$ cat config.mk
export PLATFORM = sky130hd
export DESIGN_NAME = p2h_bin
export DESIGN_NICKNAME = d
export VERILOG_FILES = /design/src/rtl/p2h_pkg.sv /design/src/rtl/p2h_bin.sv
export SDC_FILE = /design/constraint.sdc
export NUM_CORES = 1
export LEC_CHECK = 0
export BUFFER_PORTS_ARGS = -buffer_cell sky130_fd_sc_hd__buf_4
export CORE_ASPECT_RATIO = 0.75
export CORE_MARGIN = 1.5
export CORE_UTILIZATION = 50
export CTS_CLUSTER_SIZE = 20
export DETAILED_ROUTE_END_ITERATION = 12
export PLACE_DENSITY = 0.79
export SETUP_SLACK_MARGIN = 0.02
export SKIP_LAST_GASP = 1
export SLEW_MARGIN = 5
export SYNTH_ARGS = -nofsm -noshare
export SYNTH_HDL_FRONTEND = slang
export SYNTH_SLANG_ARGS = --single-unit
$ cat constraint.sdc
create_clock -name aclk -period 7.2 [get_ports aclk]
set_input_delay 0.72 -clock aclk [delete_from_list [all_inputs] [get_ports aclk]]
set_output_delay 0.72 -clock aclk [all_outputs]
set_load 0.01 [all_outputs]
$ cat src/rtl/p2h_pkg.sv
`timescale 1ns / 1ps

package p2h_pkg;

    localparam int COORD_BITS_DEF      = 32;
    localparam int RECIP_FRAC_BITS_DEF = 32;
    localparam int INV_BITS            = 32;
    localparam int CFG_ADDR_BITS       = 3;

    localparam logic [INV_BITS-1:0] INV_RESET = 32'd65536;

    // register index, taken from paddr[2]
    localparam logic REG_INV_COL = 1'b0;
    localparam logic REG_INV_ROW = 1'b1;

    typedef struct packed {
        logic valid;
        logic origin;
    } p2h_ctl_t;

endpackage

$ cat src/rtl/p2h_bin.sv
`timescale 1ns / 1ps

module p2h_bin import p2h_pkg::*; #(
    parameter int COORD_BITS      = COORD_BITS_DEF,
    parameter int RECIP_FRAC_BITS = RECIP_FRAC_BITS_DEF
) (
    input  logic                           aclk,
    input  logic                           aresetn,
    input  logic                           adv,
    input  p2h_ctl_t                       ctl_in,
    input  logic [COORD_BITS+INV_BITS+1:0] cprod,
    input  logic [COORD_BITS+INV_BITS+1:0] rprod,
    output p2h_ctl_t                       ctl,
    output logic [COORD_BITS+1:0]          cell_col,
    output logic [COORD_BITS+2:0]          cell_row
);

    localparam int PW       = COORD_BITS + INV_BITS + 2;
    localparam int F        = RECIP_FRAC_BITS;
    localparam int COL_BITS = COORD_BITS + 2;
    localparam int ROW_BITS = COORD_BITS + 3;
    localparam logic [F+1:0] TWO_THIRDS_BOUND = {2'b10, {F{1'b0}}};
    localparam logic [PW:0]  HALF_ROW         = (PW+1)'(1) << (F - 1);

    p2h_ctl_t                    ctl_reg;
    logic [COL_BITS-1:0]         col_reg;
    logic [ROW_BITS-1:0]         row_reg;
    logic [COL_BITS-1:0]         col_next;
    logic [ROW_BITS-1:0]         row_next;

    logic signed [PW-1:0]        cprod_s;
    logic signed [PW-1:0]        rprod_s;
    logic signed [PW:0]          rprod_half;
    logic signed [COL_BITS-1:0]  x_base;
    logic signed [ROW_BITS-1:0]  y_even;
    logic signed [ROW_BITS-1:0]  y_odd;
    logic [ROW_BITS-1:0]         y_base;
    logic                        x_odd;
    logic                        half_odd;
    logic [F+1:0]                fx3;
    logic [F+1:0]                xfrac;
    logic [F+1:0]                yfrac;
    logic                        in_strip;
    logic                        move;
    logic                        y_inc;
    logic                        y_dec;

    assign cprod_s    = $signed(cprod);
    assign rprod_s    = $signed(rprod);
    assign rprod_half = $signed({rprod[PW-1], rprod}) - $signed(HALF_ROW);

    assign x_base = COL_BITS'(cprod_s >>> F);
    assign y_even = ROW_BITS'(rprod_s >>> F);
    assign y_odd  = ROW_BITS'(rprod_half >>> F);
    assign x_odd  = x_base[0];
    assign y_base = x_odd ? y_odd : y_even;

    assign fx3      = {2'b00, cprod[F-1:0]} + {1'b0, cprod[F-1:0], 1'b0};
    assign in_strip = fx3 > TWO_THIRDS_BOUND;
    assign xfrac    = fx3 - TWO_THIRDS_BOUND;
    assign half_odd = rprod[F-1];
    assign yfrac    = {2'b00, rprod[F-2:0], 1'b0};

    always_comb begin
        move  = 1'b0;
        y_inc = 1'b0;
        y_dec = 1'b0;
        if (in_strip) begin
            if (half_odd == x_odd) begin
                if (xfrac > yfrac) begin
                    move  = 1'b1;
                    y_dec = ~x_odd;
                end
            end else begin
                if (yfrac > xfrac) begin
                    move  = 1'b1;
                    y_inc = x_odd;
                end
            end
        end
    end

    always_comb begin
        if (ctl_in.origin) begin
            col_next = '0;
            row_next = '0;
        end else begin
            col_next = x_base + COL_BITS'(move);
            row_next = y_base + ROW_BITS'(y_inc) - ROW_BITS'(y_dec);
        end
    end

    always_ff @(posedge aclk) begin
        if (!aresetn) begin
            ctl_reg <= '0;
        end else if (adv) begin
            ctl_reg <= ctl_in;
        end
    end

    always_ff @(posedge aclk) begin
        if (adv) begin
            col_reg <= col_next;
            row_reg <= row_next;
        end
    end

    assign ctl      = ctl_reg;
    assign cell_col = col_reg;
    assign cell_row = row_reg;

endmodule

; Word-level counts from Yosys, hierarchy flattened
; Cells that the tools add are included.
[classes]
bitwise_logic = 1
n_lt_le_gt_ge = 3
add_sub_neg = 6
muxes = 11
eq_ne = 1
[op_table]
columns = cell, n
row1 = $sub A66 B33 Y67 const B, 1
row2 = $add A35 B1 Y35, 1
row3 = $mux W35, 1
row4 = $sub A35 B1 Y35, 1
row5 = $add A32 B33 Y34, 1
row6 = $add A34 B1 Y34, 1
row7 = $gt A32 B34 Y1, 1
row8 = $gt A34 B32 Y1, 1
row9 = $gt A34 B34 Y1 const B, 1
row10 = $sub A34 B34 Y34 const B, 1
row11 = $mux W1, 10
row12 = $eq A1 B1 Y1, 1
row13 = $not A1 Y1, 1
[totals]
register_bits = 71
input_bits = 137
output_inout_bits = 71
elab_cells = 26

; Depth between registers and ports, before layout
[depth]
depth_word = 8
depth_mapped = 34
mapped_depth_nobuf = 34

; Worst setup path after synthesis
; No wires, ideal clock.
[synth_path]
kind = in2reg
from = in cprod[0]
to = reg row_reg[22] (netlist: cell_row[22]), data pin
stages = 34
setup_time_ns = 0.266
path_slack_ns = 0.338
arrival_time_ns = 6.596
path_cell_list = ha_1 > inv_1 > fa_1 > nor2b_1 > o21ai_1 > a211o_1 > nand3_1 > a31o_2 > xor2_1 > inv_1 > ha_1 > nand4_1 > nor2_1 > o2111ai_1 > o21ai_0 > nor3_1 > nor3_1 > o31a_1 > nand3_1 > or3_1 > ha_1 > inv_1 > ha_1 > fa_1 > a211oi_1 > nor2_1 > a2111oi_0 > o21ai_0 > nand3_1 > nand2_1 > a31oi_1 > o21bai_1 > xnor2_1 > nor2_1
[synth_via]
elab_chain_len = 8
elab_cells_between_ends = 13
cone_classes = add/sub: 4 / order compare: 3 / mux: 6
[synth_lines]
columns = element, line
row1 = from (decl), p2h_bin.sv:11  ; input logic [COORD_BITS+INV_BITS+1:0] cprod,
row2 = $add A32 B33 Y34 *, p2h_bin.sv:58  ; assign fx3 = {2'b00, cprod[F-1:0]} + {1'b0, cprod[F-1:0], 1'b0};
row3 = $sub A34 B34 Y34, p2h_bin.sv:60  ; assign xfrac = fx3 - TWO_THIRDS_BOUND;
row4 = $gt A32 B34 Y1, p2h_bin.sv:75  ; if (yfrac > xfrac) begin
row5 = $mux W1, p2h_bin.sv:75
row6 = $mux W1, p2h_bin.sv:69  ; if (half_odd == x_odd) begin
row7 = $mux W1, p2h_bin.sv:68  ; if (in_strip) begin
row8 = $add A35 B1 Y35, p2h_bin.sv:89  ; row_next = y_base + ROW_BITS'(y_inc) - ROW_BITS'(y_dec);
row9 = $sub A35 B1 Y35 *, p2h_bin.sv:89
row10 = to (signal assigned), p2h_bin.sv:104  ; row_reg <= row_next;
row11 = to (decl), p2h_bin.sv:27  ; logic [ROW_BITS-1:0] row_reg;
; Mark *: on every way between the ends. The rest lies on a longest branch, timed or not.
; A chain may end at the register's enable or synchronous reset.

; Final worst setup path
[layout_path]
from = in cprod[5]
to = reg row_reg[33] (netlist: cell_row[33]), data pin
; Same word-level chain as after synthesis.

==> metrics.md <==
| Metric | Value |
|---|---|
| Remaining Overflow, GRT | `0` |
| Core footprint | `0.0155 mm²` |
| Seq/Total Area, Yosys | `26.3%` |
| Relative slew slack | `38.3%` |
| Worst hold stages | `2` |
| Total GRT Usage | `28.9%` |
| Fin cells | `1,471` |
| Final setup fails | `0` |
| Final hold vios | `0` |
| Clock skew | `0 ns` |
| Hold Buf Count CTS | `0` |
| Number of buffers created by CTS | `9` |
| Vias in the first global route | `7,761` |
| Clock latency at the later pin of the worst-skew pair | `0.34 ns` |
| Final Critical Period | `6.98 ns` |
| Yosys cell types | `67` |
| Die extent in y | `113 µm` |
| Number of max-cap violations | `0` |
| Status | `finished, final reports clean` |
| FF-to-FF path depth | `2` |
| Share of layout cells above drive strength 1 | `31.0%` |
| Post-synth top cells | `115 x nor2_1, 102 x ha_1, 69 x edfxtp_1` |
| Worst setup EP type | `flop` |
| Vias per inst | `5.59` |
| Root Driver | `clkbuf_16` |
| Placer Congestion | `1.02` |
| Antenna Cells | `0` |
| Count leader, synth | `nor2_1` |
| Number of synthesis warnings | `0` |
| Worst-path maximum fanout | `3` |
| Drt wl/cell | `16.8 µm` |
| DR pass1 iterations | `5` |
| Final Max Tran Viols | `0` |
| WP data required | `7.26 ns` |
| CTS sink count | `71` |
| CP peak stage delay | `0.54 ns` |
| Worst Tran Pin Value | `0.925 ns` |
| Vias post-DR | `8,229` |
| Seq pwr share | `28.8%` |
| Fraction of registers with async set or reset after synthesis | `0%` |
| Dpl cells | `1,446` |
| Sw Share | `34.2%` |
| Final net count | `1,502` |
| Clock slew at reported path FFs | `0.06 ns` |
| Fmax | `143 MHz` |
| Capturing point of the worst reg2reg path | `ctl[1]$_SDFFE_PN0P_` |
| Mean post-synth cell area | `8.44 µm²` |
| Internal | `1.19 mW` |
| Power Total | `1.81 mW` |
| Min-delay src | `ctl[0]$_SDFFE_PN0P_` |
| Synth Cell Area | `0.00804 mm²` |
| First-pass GRT wire length | `38,500 µm` |
| Clock power frac | `25.3%` |
| Initial Util | `52.0%` |
| Die X | `149 µm` |
| Worst hold path type | `flop to flop` |
| Initial antenna violation count | `0` |
| RSZ-0062 raised after global routing | `false` |
| Leading area contributor after synthesis | `edfxtp_1` |
| Hold path endpoint | `ctl[0]$_SDFFE_PN0P_` |
| Fillers | `1,226` |
| Largest net degree at the start of global routing | `75` |
| Reg2reg start | `ctl[1]$_SDFFE_PN0P_` |
| Top_reg_cell synth | `edfxtp_1` |
| Power share of the combinational group | `45.9%` |
| CP max stage cell | `o31ai_1` |
| TNS Setup | `0 ns` |
| P_sw | `617 µW` |
| Ranking of synthesized cells by area | `edfxtp_1 26%, ha_1 16%, xnor2_1 7.1%` |
| Synth top area share | `25.8%` |
| Routed Antenna Nets | `0` |
| R2R Setup Slk | `6.59 ns` |
| VDD IR max | `0.101 mV` |
| DPL Wire Length | `20,200 µm` |
| Final Cycle Share | `96.9%` |
| CTS tree | `built` |
| Placed cell areas | `0.0105 mm²` |
| H-tree levels | `3` |
| Final WL | `24,700 µm` |
| Initial DRC count | `519` |
| Ports | `208` |
| Worst EP arrival | `7.04 ns` |
| Number of remaining DRC errors | `0` |
| Die area | `0.0169 mm²` |
| Number of cell rows | `39` |
| Hold WS | `0.536 ns` |
| PwrDens | `162 mW/mm²` |
| Seq cells post-synth | `71` |
| Design area | `0.0111 mm²` |
| Worst setup path category | `input pin to flop` |
| Largest register FFs | `35` |
| Post-synth EDFFs | `69` |
| Layout area overhead | `38.7%` |
| Syn Inst Count | `952` |
| Net Count, Synth | `1,193` |
| Bufs on Longest Clock Path | `2` |
| PortBufs | `207` |
| Leak | `5.08 nW` |
| Critical Path Start Type | `input pin` |
## final cells by class
class	instances	area, µm²	area share [%]
Inverter	60	225	2.02
Tap cell	205	256	2.30
Clock inverter	6	67.6	0.606
Sequential cell	71	2110	18.9
Timing Repair Buffer	317	2380	21.3
Clock buffer	10	239	2.14
Multi-Input combinational cell	802	5870	52.6
## worst max-delay path: cells and delay by family
kind | cells | cell delay (ns)
fa+ha+maj | 4 | 1.11
simple gates | 9 | 1.89
xor+xnor | 1 | 0.17
compound gates | 13 | 2.72
buf+inv | 4 | 0.41
## worst max-delay path by stage
stage / cells after the start / end / startpoint
6_report: 31 / cell_row[33]$_SDFFCE_PP0P_ / cprod[5]
5_1_grt: 35 / cell_row[34]$_SDFFCE_PP0P_ / cprod[1]
4_1_cts: 36 / cell_row[34]$_SDFFCE_PP0P_ / cprod[1]
3_5_place_dp: 34 / cell_row[34]$_SDFFCE_PP0P_ / cprod[1]
3_3_place_gp: 33 / cell_row[34]$_SDFFCE_PP0P_ / cprod[5]
2_1_floorplan: 34 / cell_row[22]$_SDFFCE_PP0P_ / cprod[0]
## power by group through the flow
stage | clock network (mW) | registers, mW | logic (mW)
after global placement | 0 | 0.527 | 0.761
after CTS | 0.461 | 0.520 | 0.779
after global routing | 0.482 | 0.523 | 0.902
after detailed placement | 0 | 0.529 | 0.769
final | 0.457 | 0.520 | 0.829
after floorplan | 0 | 0.547 | 0.397
## timing repair
item                       4_1_cts  5_1_grt
buffers inserted                 0        9
resized for setup                7       44
setup endpoints to repair       11       18
pin swaps                        3       29
## stage by stage
stage / utilization [%] / setup slack (ns)
final: 72.1 / 0.224
after floorplan: - / 0.338
after global placement: 68.1 / -0.418
after detailed placement: 68.1 / -0.545
after global routing: 72.1 / 0.00723
after CTS: 70.2 / 0.0229
## cell usage in the layout, fill, tap and decap left out, types with 4 or more instances in the layout
cell type  netlist  layout
nand2b_1         5       5
nor3_2           1       6
a21o_1          38      38
a211oi_1         9       7
xor2_1          56      55
o21bai_1        10      10
buf_4            0     317
a21boi_0         4       4
nand4_1         23      23
a21oi_1         59      57
nor3_1          25      20
edfxtp_1        69      69
nor2_1         115     114
or4_1            5       5
nor2b_1         14      13
o211ai_1         4       4
xnor2_1         65      63
and3_1          12      12
o21ai_1          6       8
o21ai_0         42      36
or3_1           18      18
ha_1           102      97
inv_1           59      59
nand3_1         39      36
o21a_1          10      10
o31ai_1          4       4
a31oi_1         13      10
nor3b_1          4       4
clkbuf_16        0       9
and4_1           7       7
nand2_1         53      53
or2_2            5       5
## logic make-up after synthesis
logic type	after synthesis	share of synthesized area [%]
AO/OA/AOI/OAI	221	17.4
XOR/XNOR	122	13.4
adder cells (fa/ha/maj)	104	16.4
buffers and inverters	79	3.72
flip-flops	71	26.3
multiplexers	2	0.249
AND/OR/NAND/NOR	353	22.6
## routing by layer
metal / vias up / global-route usage (%) / share of wire (%)
met5: - / 0 / 0
met4: 0 / 7.33 / 1.8
met3: 34 / 5.73 / 7.2
met2: 323 / 46.8 / 46
met1: 3774 / 39.3 / 45
li1: 4098 / - / -
No activity file was read; power rests on OpenSTA's default activity.
