==> src/rtl/p2h_pkg.sv <==
`timescale 1ns / 1ps

package p2h_pkg;

    localparam int COORD_BITS_DEF      = 32;
    localparam int RECIP_FRAC_BITS_DEF = 32;
    localparam int INV_BITS            = 32;
    localparam int CFG_ADDR_BITS       = 3;

    localparam logic [INV_BITS-1:0] INV_RESET = 32'd65536;

    // register index, taken from paddr[2]
    localparam logic REG_INV_COL = 1'b0;
    localparam logic REG_INV_ROW = 1'b1;

    typedef struct packed {
        logic valid;
        logic origin;
    } p2h_ctl_t;

endpackage

==> src/rtl/p2h_front.sv <==
`timescale 1ns / 1ps

module p2h_front import p2h_pkg::*; #(
    parameter int COORD_BITS = COORD_BITS_DEF
) (
    input  logic                  aclk,
    input  logic                  aresetn,
    input  logic                  adv,
    input  logic                  in_valid,
    input  logic [COORD_BITS-1:0] point_x,
    input  logic [COORD_BITS-1:0] point_y,
    output p2h_ctl_t              ctl,
    output logic [COORD_BITS:0]   dx,
    output logic [COORD_BITS:0]   dy
);

    logic [COORD_BITS-1:0] origin_x_reg;
    logic [COORD_BITS-1:0] origin_y_reg;
    logic                  origin_valid_reg;
    p2h_ctl_t              ctl_reg;
    logic [COORD_BITS:0]   dx_reg;
    logic [COORD_BITS:0]   dy_reg;
    logic [COORD_BITS:0]   dx_next;
    logic [COORD_BITS:0]   dy_next;
    logic                  take;

    assign take    = adv & in_valid;
    assign dx_next = {point_x[COORD_BITS-1], point_x}
                   - {origin_x_reg[COORD_BITS-1], origin_x_reg};
    assign dy_next = {point_y[COORD_BITS-1], point_y}
                   - {origin_y_reg[COORD_BITS-1], origin_y_reg};

    always_ff @(posedge aclk) begin
        if (!aresetn) begin
            origin_valid_reg <= 1'b0;
            ctl_reg          <= '0;
        end else begin
            if (adv) begin
                ctl_reg.valid  <= in_valid;
                ctl_reg.origin <= ~origin_valid_reg;
            end
            if (take) begin
                origin_valid_reg <= 1'b1;
            end
        end
    end

    always_ff @(posedge aclk) begin
        if (take && !origin_valid_reg) begin
            origin_x_reg <= point_x;
            origin_y_reg <= point_y;
        end
        if (adv) begin
            dx_reg <= dx_next;
            dy_reg <= dy_next;
        end
    end

    assign ctl = ctl_reg;
    assign dx  = dx_reg;
    assign dy  = dy_reg;

endmodule

==> config.mk <==
export PLATFORM = sky130hd
export DESIGN_NAME = p2h_front
export DESIGN_NICKNAME = d
export VERILOG_FILES = /design/src/rtl/p2h_pkg.sv /design/src/rtl/p2h_front.sv
export SDC_FILE = /design/constraint.sdc
export NUM_CORES = 1
export LEC_CHECK = 0
export BUFFER_PORTS_ARGS = -buffer_cell sky130_fd_sc_hd__buf_2
export CORE_MARGIN = 2
export CORE_UTILIZATION = 51
export DETAILED_ROUTE_END_ITERATION = 6
export PLACE_DENSITY_LB_ADDON = 0.05
export SLEW_MARGIN = 30
export SYNTH_ARGS = -nofsm -noshare
export SYNTH_HDL_FRONTEND = slang
export SYNTH_SLANG_ARGS = --single-unit
==> constraint.sdc <==
create_clock -name aclk -period 8.5 [get_ports aclk]
set_input_delay 1.7 -clock aclk [delete_from_list [all_inputs] [get_ports aclk]]
set_output_delay 1.7 -clock aclk [all_outputs]
set_load 0.1 [all_outputs]
Word-level counts from Yosys, hierarchy flattened
Index checks and enable logic that the tools add are counted.
Word-level totals
  flip-flop bits (word level): 133
  input port bits: 68
  output and inout port bits: 68
  word-level logic and storage cells: 13
Cells by class
  add/sub/neg operators: 2
  bitwise operators: 2
  reduce and logical (&&, ||, !) cells: 2
Operators with widths (number)
  32-bit by 32-bit subtractor with 33-bit output: 2
  1-bit AND: 1
  1-bit logical AND: 1
  1-bit logical NOT: 1
  1-bit inverter: 1

Longest topological paths before layout
Gate-level depths: netlist of run 1.
  depth after elaboration: 2
  gate-level depth with buffers: 10
  mapped depth without buffers: 10

Worst setup path after synthesis of run 1
No wires, ideal clock.
  kind: input to register
  start: in in_valid
  end: reg origin_x_reg[0] (enable)
  setup time: 487 ps
  data arrival time: 4449 ps
  slack: 3564 ps
  stages: 2
  buffers on the path: 0
  cell sequence: nand2_1 > nor2_1
Between the ends
  cells in the longest elaborated chain, start to end: 2
Ends and longest elaborated chain
  start, declared: line p2h_front.sv:9  | input logic in_valid,
  1-bit AND: line p2h_front.sv:27  | assign take = adv & in_valid;
  1-bit logical AND: line p2h_front.sv:49  | if (take && !origin_valid_reg) begin
  end signal, assigned: line p2h_front.sv:50  | origin_x_reg <= point_x;
  end, declared: line p2h_front.sv:17  | logic [COORD_BITS-1:0] origin_x_reg;
No other way between the ends.
A chain may end at the register's enable or synchronous reset.

Worst setup path after layout of run 1
  start: in adv
  end: reg origin_y_reg[5] (enable)
Between the ends
  cells in the longest elaborated chain, start to end: 2
Ends and longest elaborated chain
  start, declared: line p2h_front.sv:8  | input logic adv,
  1-bit AND: line p2h_front.sv:27
  1-bit logical AND: line p2h_front.sv:49
  end signal, assigned: line p2h_front.sv:51  | origin_y_reg <= point_y;
  end, declared: line p2h_front.sv:18  | logic [COORD_BITS-1:0] origin_y_reg;
No other way between the ends.

==> flow_summary.yaml, run 1 <==
status:
  outcome: "finished clean"
global_routing:
  gr-total-overflow: 0
  grt_max_degree: 72
  track_usage_pct: 20.7
  antenna_found_initial: 1
  first_global_vias: 5533
  grt_pass1_wl_um: 26700
synthesis:
  synthTopCellsByArea: "edfxtp_1, ha_1, xnor2_1"
  syn_area_mm2: 0.00785
  syn-num-nets: 853
  synth_warnings: 0
  synth_top_area_share_pct: 49.7
  synth-seq-cells: 133
  synth_ff_type: "edfxtp_1"
  synth_top_cell_by_area: "edfxtp_1"
  seq_area_frac_synth_pct: 50.5
  synth_edf_count: 130
  synth.avg_cell_area_um2: 10.9
  synthDistinctLibCells: 65
  ys_async_sr_fraction_pct: 0
  syn_inst: 719
worst_setup_path:
  crit_arrival_ps: 3960
  crit_type: "in2reg"
  cpMaxStageDelayCell: "nor2_4"
  startpoint_type: "input pin"
  crit_fanout: 71
  required_ps: 8540
  crit_chain: "buf_2 > buf_4 > nand2_1 > nor2_4 > buf_4"
  endpoint_kind: "register"
  cpMostUsedCell: "buf_4"
  critical-path-max-stage-delay_ps: 670
floorplan:
  row_count: 45
  die_x_um: 128
  core_mm2: 0.0151
  fp.dieH_um: 128
  ioPinCount: 136
  start_util_pct: 51.9
  die_area_mm2: 0.0164
route:
  vias: 5639
  route.detailed.wl_per_inst_um: 15.7
  antenna_left: 0
  drt-vias-per-instance: 5.33
  drt-total-wl_um: 16600
  drt_pass1_iterations: 5
  drcViolationCount: 0
  drt_iter0_drc: 246
clock_tree:
  cts_resized: 0
  cts_tree: "yes"
  post-cts-setup-buffer-count: 0
  cts_buffers: 17
  cts.sinks: 133
  clock_path_buffers: 2
  htree_levels: 4
  clk_latency_ps: 410
  cts_hold_buf: 0
  clk_pin_slew_ps: 60
  cts_root_buf: "clkbuf_16"
place:
  io_buffers: 135
  dpl_cell_area_mm2: 0.00867
  dp_hpwl_um: 12400
  place.gp.congestion: 0.887
layout:
  fillCellCount: 1243
  final_common_cell: "buf_2"
  drive_gt1_share_pct: 20.5
  fin_area_mm2: 0.00925
  multi_input_area_mm2: 0.00347
  final_nets: 988
  area_growth_pct: 17.8
  final_cell_mix: "buf_2, edfxtp_1, inv_1"
  seq_area_mm2: 0.00396
sta:
  tightest_slew_ps: 935
  fin_worst_skew_ps: 9.09
  tns_ps: 0
  min_period_ps: 3920
  fmax_mhz: 255
  fin_crit_sh_pct: 46.1
  slew_headroom_pct: 37.7
  drv_slew: 0
  setup_viol: 0
  rsz0062_at_grt: "no"
  hold_viol: 0
power:
  clkPwrFrac_pct: 33.4
  power_density_mw_per_mm2: 233
  p_int_w: 0.00140
  power_w: 0.00215
  leakage_nw: 4.13
  switchingPower_w: 0.000754
  comb_power_share_pct: 28.9
  vdd_ir_drop_max_uv: 152
  swShare_pct: 35.0
  sequentialPowerShare_pct: 37.7
flow_run:
  maxCapViolations: 0
worst_hold_path:
  hp-class: "reg2reg"
==> cells in the mapped netlist (3+ instances only) <==
| master | count |
|---|---|
| a211oi_1 | 4 |
| a21boi_1 | 3 |
| a21o_1 | 33 |
| a21oi_1 | 58 |
| a21oi_2 | 3 |
| a31oi_1 | 10 |
| and3_1 | 8 |
| and4_1 | 4 |
| buf_2 | 6 |
| clkbuf_1 | 11 |
| dfxtp_1 | 3 |
| edfxtp_1 | 130 |
| ha_1 | 64 |
| inv_1 | 84 |
| mux2i_1 | 3 |
| nand2_1 | 50 |
| nand2b_1 | 9 |
| nand3_1 | 13 |
| nand4_1 | 11 |
| nor2_1 | 38 |
| nor2b_1 | 14 |
| nor3_1 | 3 |
| nor3b_1 | 3 |
| o2111ai_1 | 5 |
| o211ai_1 | 5 |
| o21a_1 | 13 |
| o21ai_0 | 24 |
| o21ai_1 | 3 |
| o21bai_1 | 4 |
| o31ai_1 | 3 |
| xnor2_1 | 39 |
| xor2_1 | 15 |
==> final timing paths <==
path	end	slack, ps	from	cells after the start
setup reg to reg	dx[32]	5650	origin_x_reg[0]	9
hold / removal	ctl[0]	510	ctl[0]	1
hold reg to reg	ctl[0]	510	ctl[0]	1
setup / recovery	origin_y_reg[5]	4580	adv	5
==> kinds of logic after synthesis <==
logic type / after synthesis / synth area share [%]
AOI/OAI and AO/OA: 192 / 16.4
and+or+nand+nor: 166 / 10.6
DFF: 133 / 50.5
buffers and inverters: 105 / 5.46
adders and majority gates: 66 / 10.7
xor gates and xnor gates: 54 / 6.02
muxes: 3 / 0.382
==> layout make-up <==
class / count / share of cell area, %
Tap cell: 188 / 2.54
Antenna cell: 2 / 0.0541
Sequential cell: 133 / 42.8
Timing Repair Buffer: 137 / 7.47
Inverter: 84 / 3.41
Multi-Input combinational cell: 481 / 37.5
Clock inverter: 12 / 1.47
Clock buffer: 20 / 4.72
==> routing by layer <==
layer	GRT usage, %	part of all wire (%)	vias up	wire length, um
met5	0	0	-	0
met4	6.85	1.5	0	248
met3	5.01	3.8	16	632
met2	34.4	49	117	8080
met1	26.7	46	2623	7590
li1	-	-	2883	-
==> critical path, delay by kind of cell <==
kind,cells,cell delay (ps)
buffers and inverters,3,1310
AND/OR/NAND/NOR,2,920
==> stage by stage <==
step	util, %	std cells	setup WS (ps)	hold WS (ps)
5_1_grt	61.1	1056	4280	515
6_report	61.1	1057	4580	506
2_1_floorplan	-	719	3560	481
4_1_cts	61.0	1055	4440	504
3_5_place_dp	57.3	1023	3990	491
3_3_place_gp	57.3	1023	4100	467
==> power by group through the flow <==
stage / combinational [W] / clock (W) / sequential [W]
floorplan: 0.000217 / 0 / 0.00111
global placement: 0.000619 / 0 / 0.000823
detailed placement: 0.000623 / 0 / 0.000824
finish: 0.000622 / 0.000718 / 0.000811
global route: 0.000664 / 0.000756 / 0.000815
CTS: 0.000625 / 0.000733 / 0.000811
Power figures use the tool's default switching activity.
==> run 2: changes to the inputs <==
--- a/config.mk
+++ b/config.mk
@@ -5,6 +5,7 @@
 export SDC_FILE = /design/constraint.sdc
 export NUM_CORES = 1
 export LEC_CHECK = 0
+export ABC_AREA = 1
 export BUFFER_PORTS_ARGS = -buffer_cell sky130_fd_sc_hd__buf_2
 export CORE_MARGIN = 2
 export CORE_UTILIZATION = 51
==> constraint.sdc (replaced) <==
create_clock -name aclk -period 3.8 [get_ports aclk]
set_input_delay 0.76 -clock aclk [delete_from_list [all_inputs] [get_ports aclk]]
set_output_delay 0.76 -clock aclk [all_outputs]
set_load 0.1 [all_outputs]
==> flow_summary.yaml, run 2 <==
sta:
  fmax_mhz: 461
  tightest_slew_ps: 564
  tns_ps: 0
  rsz0062_at_grt: "no"
  min_period_ps: 2170
  fin_worst_skew_ps: 10.4
  fin_crit_sh_pct: 57.1
  setup_viol: 0
  drv_slew: 0
  hold_viol: 0
  slew_headroom_pct: 62.4
floorplan:
  fp.dieH_um: 138
  ioPinCount: 136
  core_mm2: 0.0178
  die_x_um: 138
  row_count: 49
  die_area_mm2: 0.0191
  start_util_pct: 51.6
synthesis:
  synth_fa_ha_area_share_pct: 9.16
  seq_area_frac_synth_pct: 43.2
  syn-num-nets: 1393
  synth_edf_count: 130
  ys_async_sr_fraction_pct: 0
  synth-simple-area-share_pct: 28.9
  syn_area_mm2: 0.00918
  yosys.area_share.xor_xnor_pct: 2.86
  syn_inst: 1259
  synth_compound_area_share_pct: 2.77
  synth_top_cell_by_area: "edfxtp_1"
  synth_top_area_share_pct: 42.5
  synthTopCellsByArea: "edfxtp_1, nand2_1, inv_1"
  synth_top_family_by_area: "simple AND/OR/NAND/NOR gates"
  synthTopCellsByCount: "nand2_1, inv_1, edfxtp_1"
  synth_ff_type: "edfxtp_1"
  yosysMostFrequentCell: "nand2_1"
  synth_warnings: 0
  muxShareOfSynthArea_pct: 0
  synth.avg_cell_area_um2: 7.29
  synthDistinctLibCells: 21
  synth-seq-cells: 133
clock_tree:
  cts_buffers: 17
  cts.sinks: 133
  clk_latency_ps: 430
  clock_path_buffers: 2
  cts_root_buf: "clkbuf_16"
  clk_pin_slew_ps: 60
  htree_levels: 4
  post-cts-setup-buffer-count: 0
  cts_tree: "yes"
  cts_hold_buf: 0
  cts_resized: 0
place:
  io_buffers: 135
  place.gp.congestion: 0.945
  dp_hpwl_um: 16900
power:
  p_int_w: 0.00311
  clkPwrFrac_pct: 33.4
  leakage_nw: 6.17
  power_density_mw_per_mm2: 453
  switchingPower_w: 0.00176
  swShare_pct: 36.1
  power_w: 0.00487
  comb_power_share_pct: 29.6
  sequentialPowerShare_pct: 37.0
  vdd_ir_drop_max_uv: 395
worst_setup_path:
  required_ps: 3980
  startpoint_type: "input pin"
  crit_fanout: 3
  critPathLaunch: "point_x[0]"
  worstRegToRegCells: 12
  crit_type: "in2reg"
  crit_arrival_ps: 2350
  endpoint_kind: "register"
  r2r-start: "origin_x_reg[0]"
global_routing:
  grt-busiest-layer: "met2"
  gr-usage-met2_pct: 39.6
  met1_usage_pct: 29.1
  gr-total-overflow: 0
  grt_pass1_wl_um: 35300
  first_global_vias: 7469
  track_usage_pct: 23.1
  grt_max_degree: 41
  gr-usage-met3_pct: 4.78
  antenna_found_initial: 2
flow_run:
  maxCapViolations: 0
route:
  drt_iter0_drc: 391
  drt-vias-per-instance: 4.65
  drt_pass1_iterations: 5
  drcViolationCount: 0
  route.detailed.wl_per_inst_um: 12.8
  antenna_left: 0
  vias: 7722
  drt-total-wl_um: 21200
layout:
  area_growth_pct: 17.3
  fillCellCount: 1658
  final_cell_mix: "nand2_1, inv_1, buf_2"
  final_nets: 1550
  drive_gt1_share_pct: 13.5
  final_common_cell: "nand2_1"
status:
  outcome: "finished clean"
worst_hold_path:
  hp-start: "ctl[0]"
  holdPathStages: 2
  hp-class: "reg2reg"
[run 2: changes by cell type after synthesis, sizes merged, moves of 10 or more]
cell	before	now
a21o	34	2
nor2b	14	0
a21oi	61	44
xnor2	39	5
clkbuf	12	0
inv	84	319
o21a	13	0
nor2	38	84
o21ai	28	0
xor2	15	25
nand2	50	512
a31oi	10	0
nand3	13	47
[run 2: final timing paths]
kind / slack, ps / to
max: 1630 / dx[24]
min: 460 / ctl[0]
max reg2reg: 1730 / dx[24]
min reg2reg: 460 / ctl[0]
[run 2: cell type report]
class / count / area (um^2) / share of cell area [%]
Clock buffer: 23 / 488 / 4.53
Sequential cell: 133 / 3960 / 36.8
Inverter: 319 / 1200 / 11.1
Multi-Input combinational cell: 806 / 4010 / 37.3
Antenna cell: 2 / 5.00 / 0.0465
Timing Repair Buffer: 139 / 706 / 6.56
Tap cell: 229 / 287 / 2.66
Clock inverter: 9 / 100 / 0.930
[run 2: per-stage QoR]
| step | instances | area [um^2] | hold slack [ps] | setup slack [ps] | utilization, % |
|---|---|---|---|---|---|
| 3_3_place_gp | 1626 | 10200 | 453 | 1250 | 57.2 |
| 2_1_floorplan | 1259 | 9180 | 460 | 872 | - |
| 3_5_place_dp | 1626 | 10200 | 456 | 1210 | 57.2 |
| 5_1_grt | 1660 | 10800 | 502 | 1470 | 60.5 |
| 4_1_cts | 1658 | 10800 | 465 | 1640 | 60.5 |
| 6_report | 1660 | 10800 | 462 | 1630 | 60.5 |
[run 2: power by group through the flow]
stage                     Combinational, W  Sequential, W  Clock, W
after floorplan                   0.000534        0.00244         0
after global placement             0.00143        0.00183         0
after detailed placement           0.00144        0.00183         0
after CTS                          0.00145        0.00180   0.00166
after global routing               0.00157        0.00181   0.00172
final                              0.00144        0.00180   0.00163
[run 2: kinds of logic (layout without fill, tap and decap cells)]
logic type / Yosys count / count (layout)
compound gates: 48 / 48
buf+inv: 320 / 490
xor+xnor: 30 / 30
other cells: 0 / 2
simple gates: 662 / 662
flops: 133 / 133
fa+ha+maj: 66 / 66
[run 2: routing by layer]
layer  routed length [um]  vias up  part of all wire, %
li1                     -     4132                    -
met2                10500      182                   49
met1                 9380     3380                   44
met4                  483        0                  2.3
met3                  853       28                  4.0
met5                    0        -                    0
[run 2: critical path: stages]
cell and delay [ps]:
buf_2 90, inv_1 40, ha_1 230, fa_1 410, inv_1 110, nand2_1 60
nand2_1 80, nand3_1 90, nand2_2 120, nand2_1 70, nand2_2 100, nand2_1 70
nand3_1 60, nand2_1 60
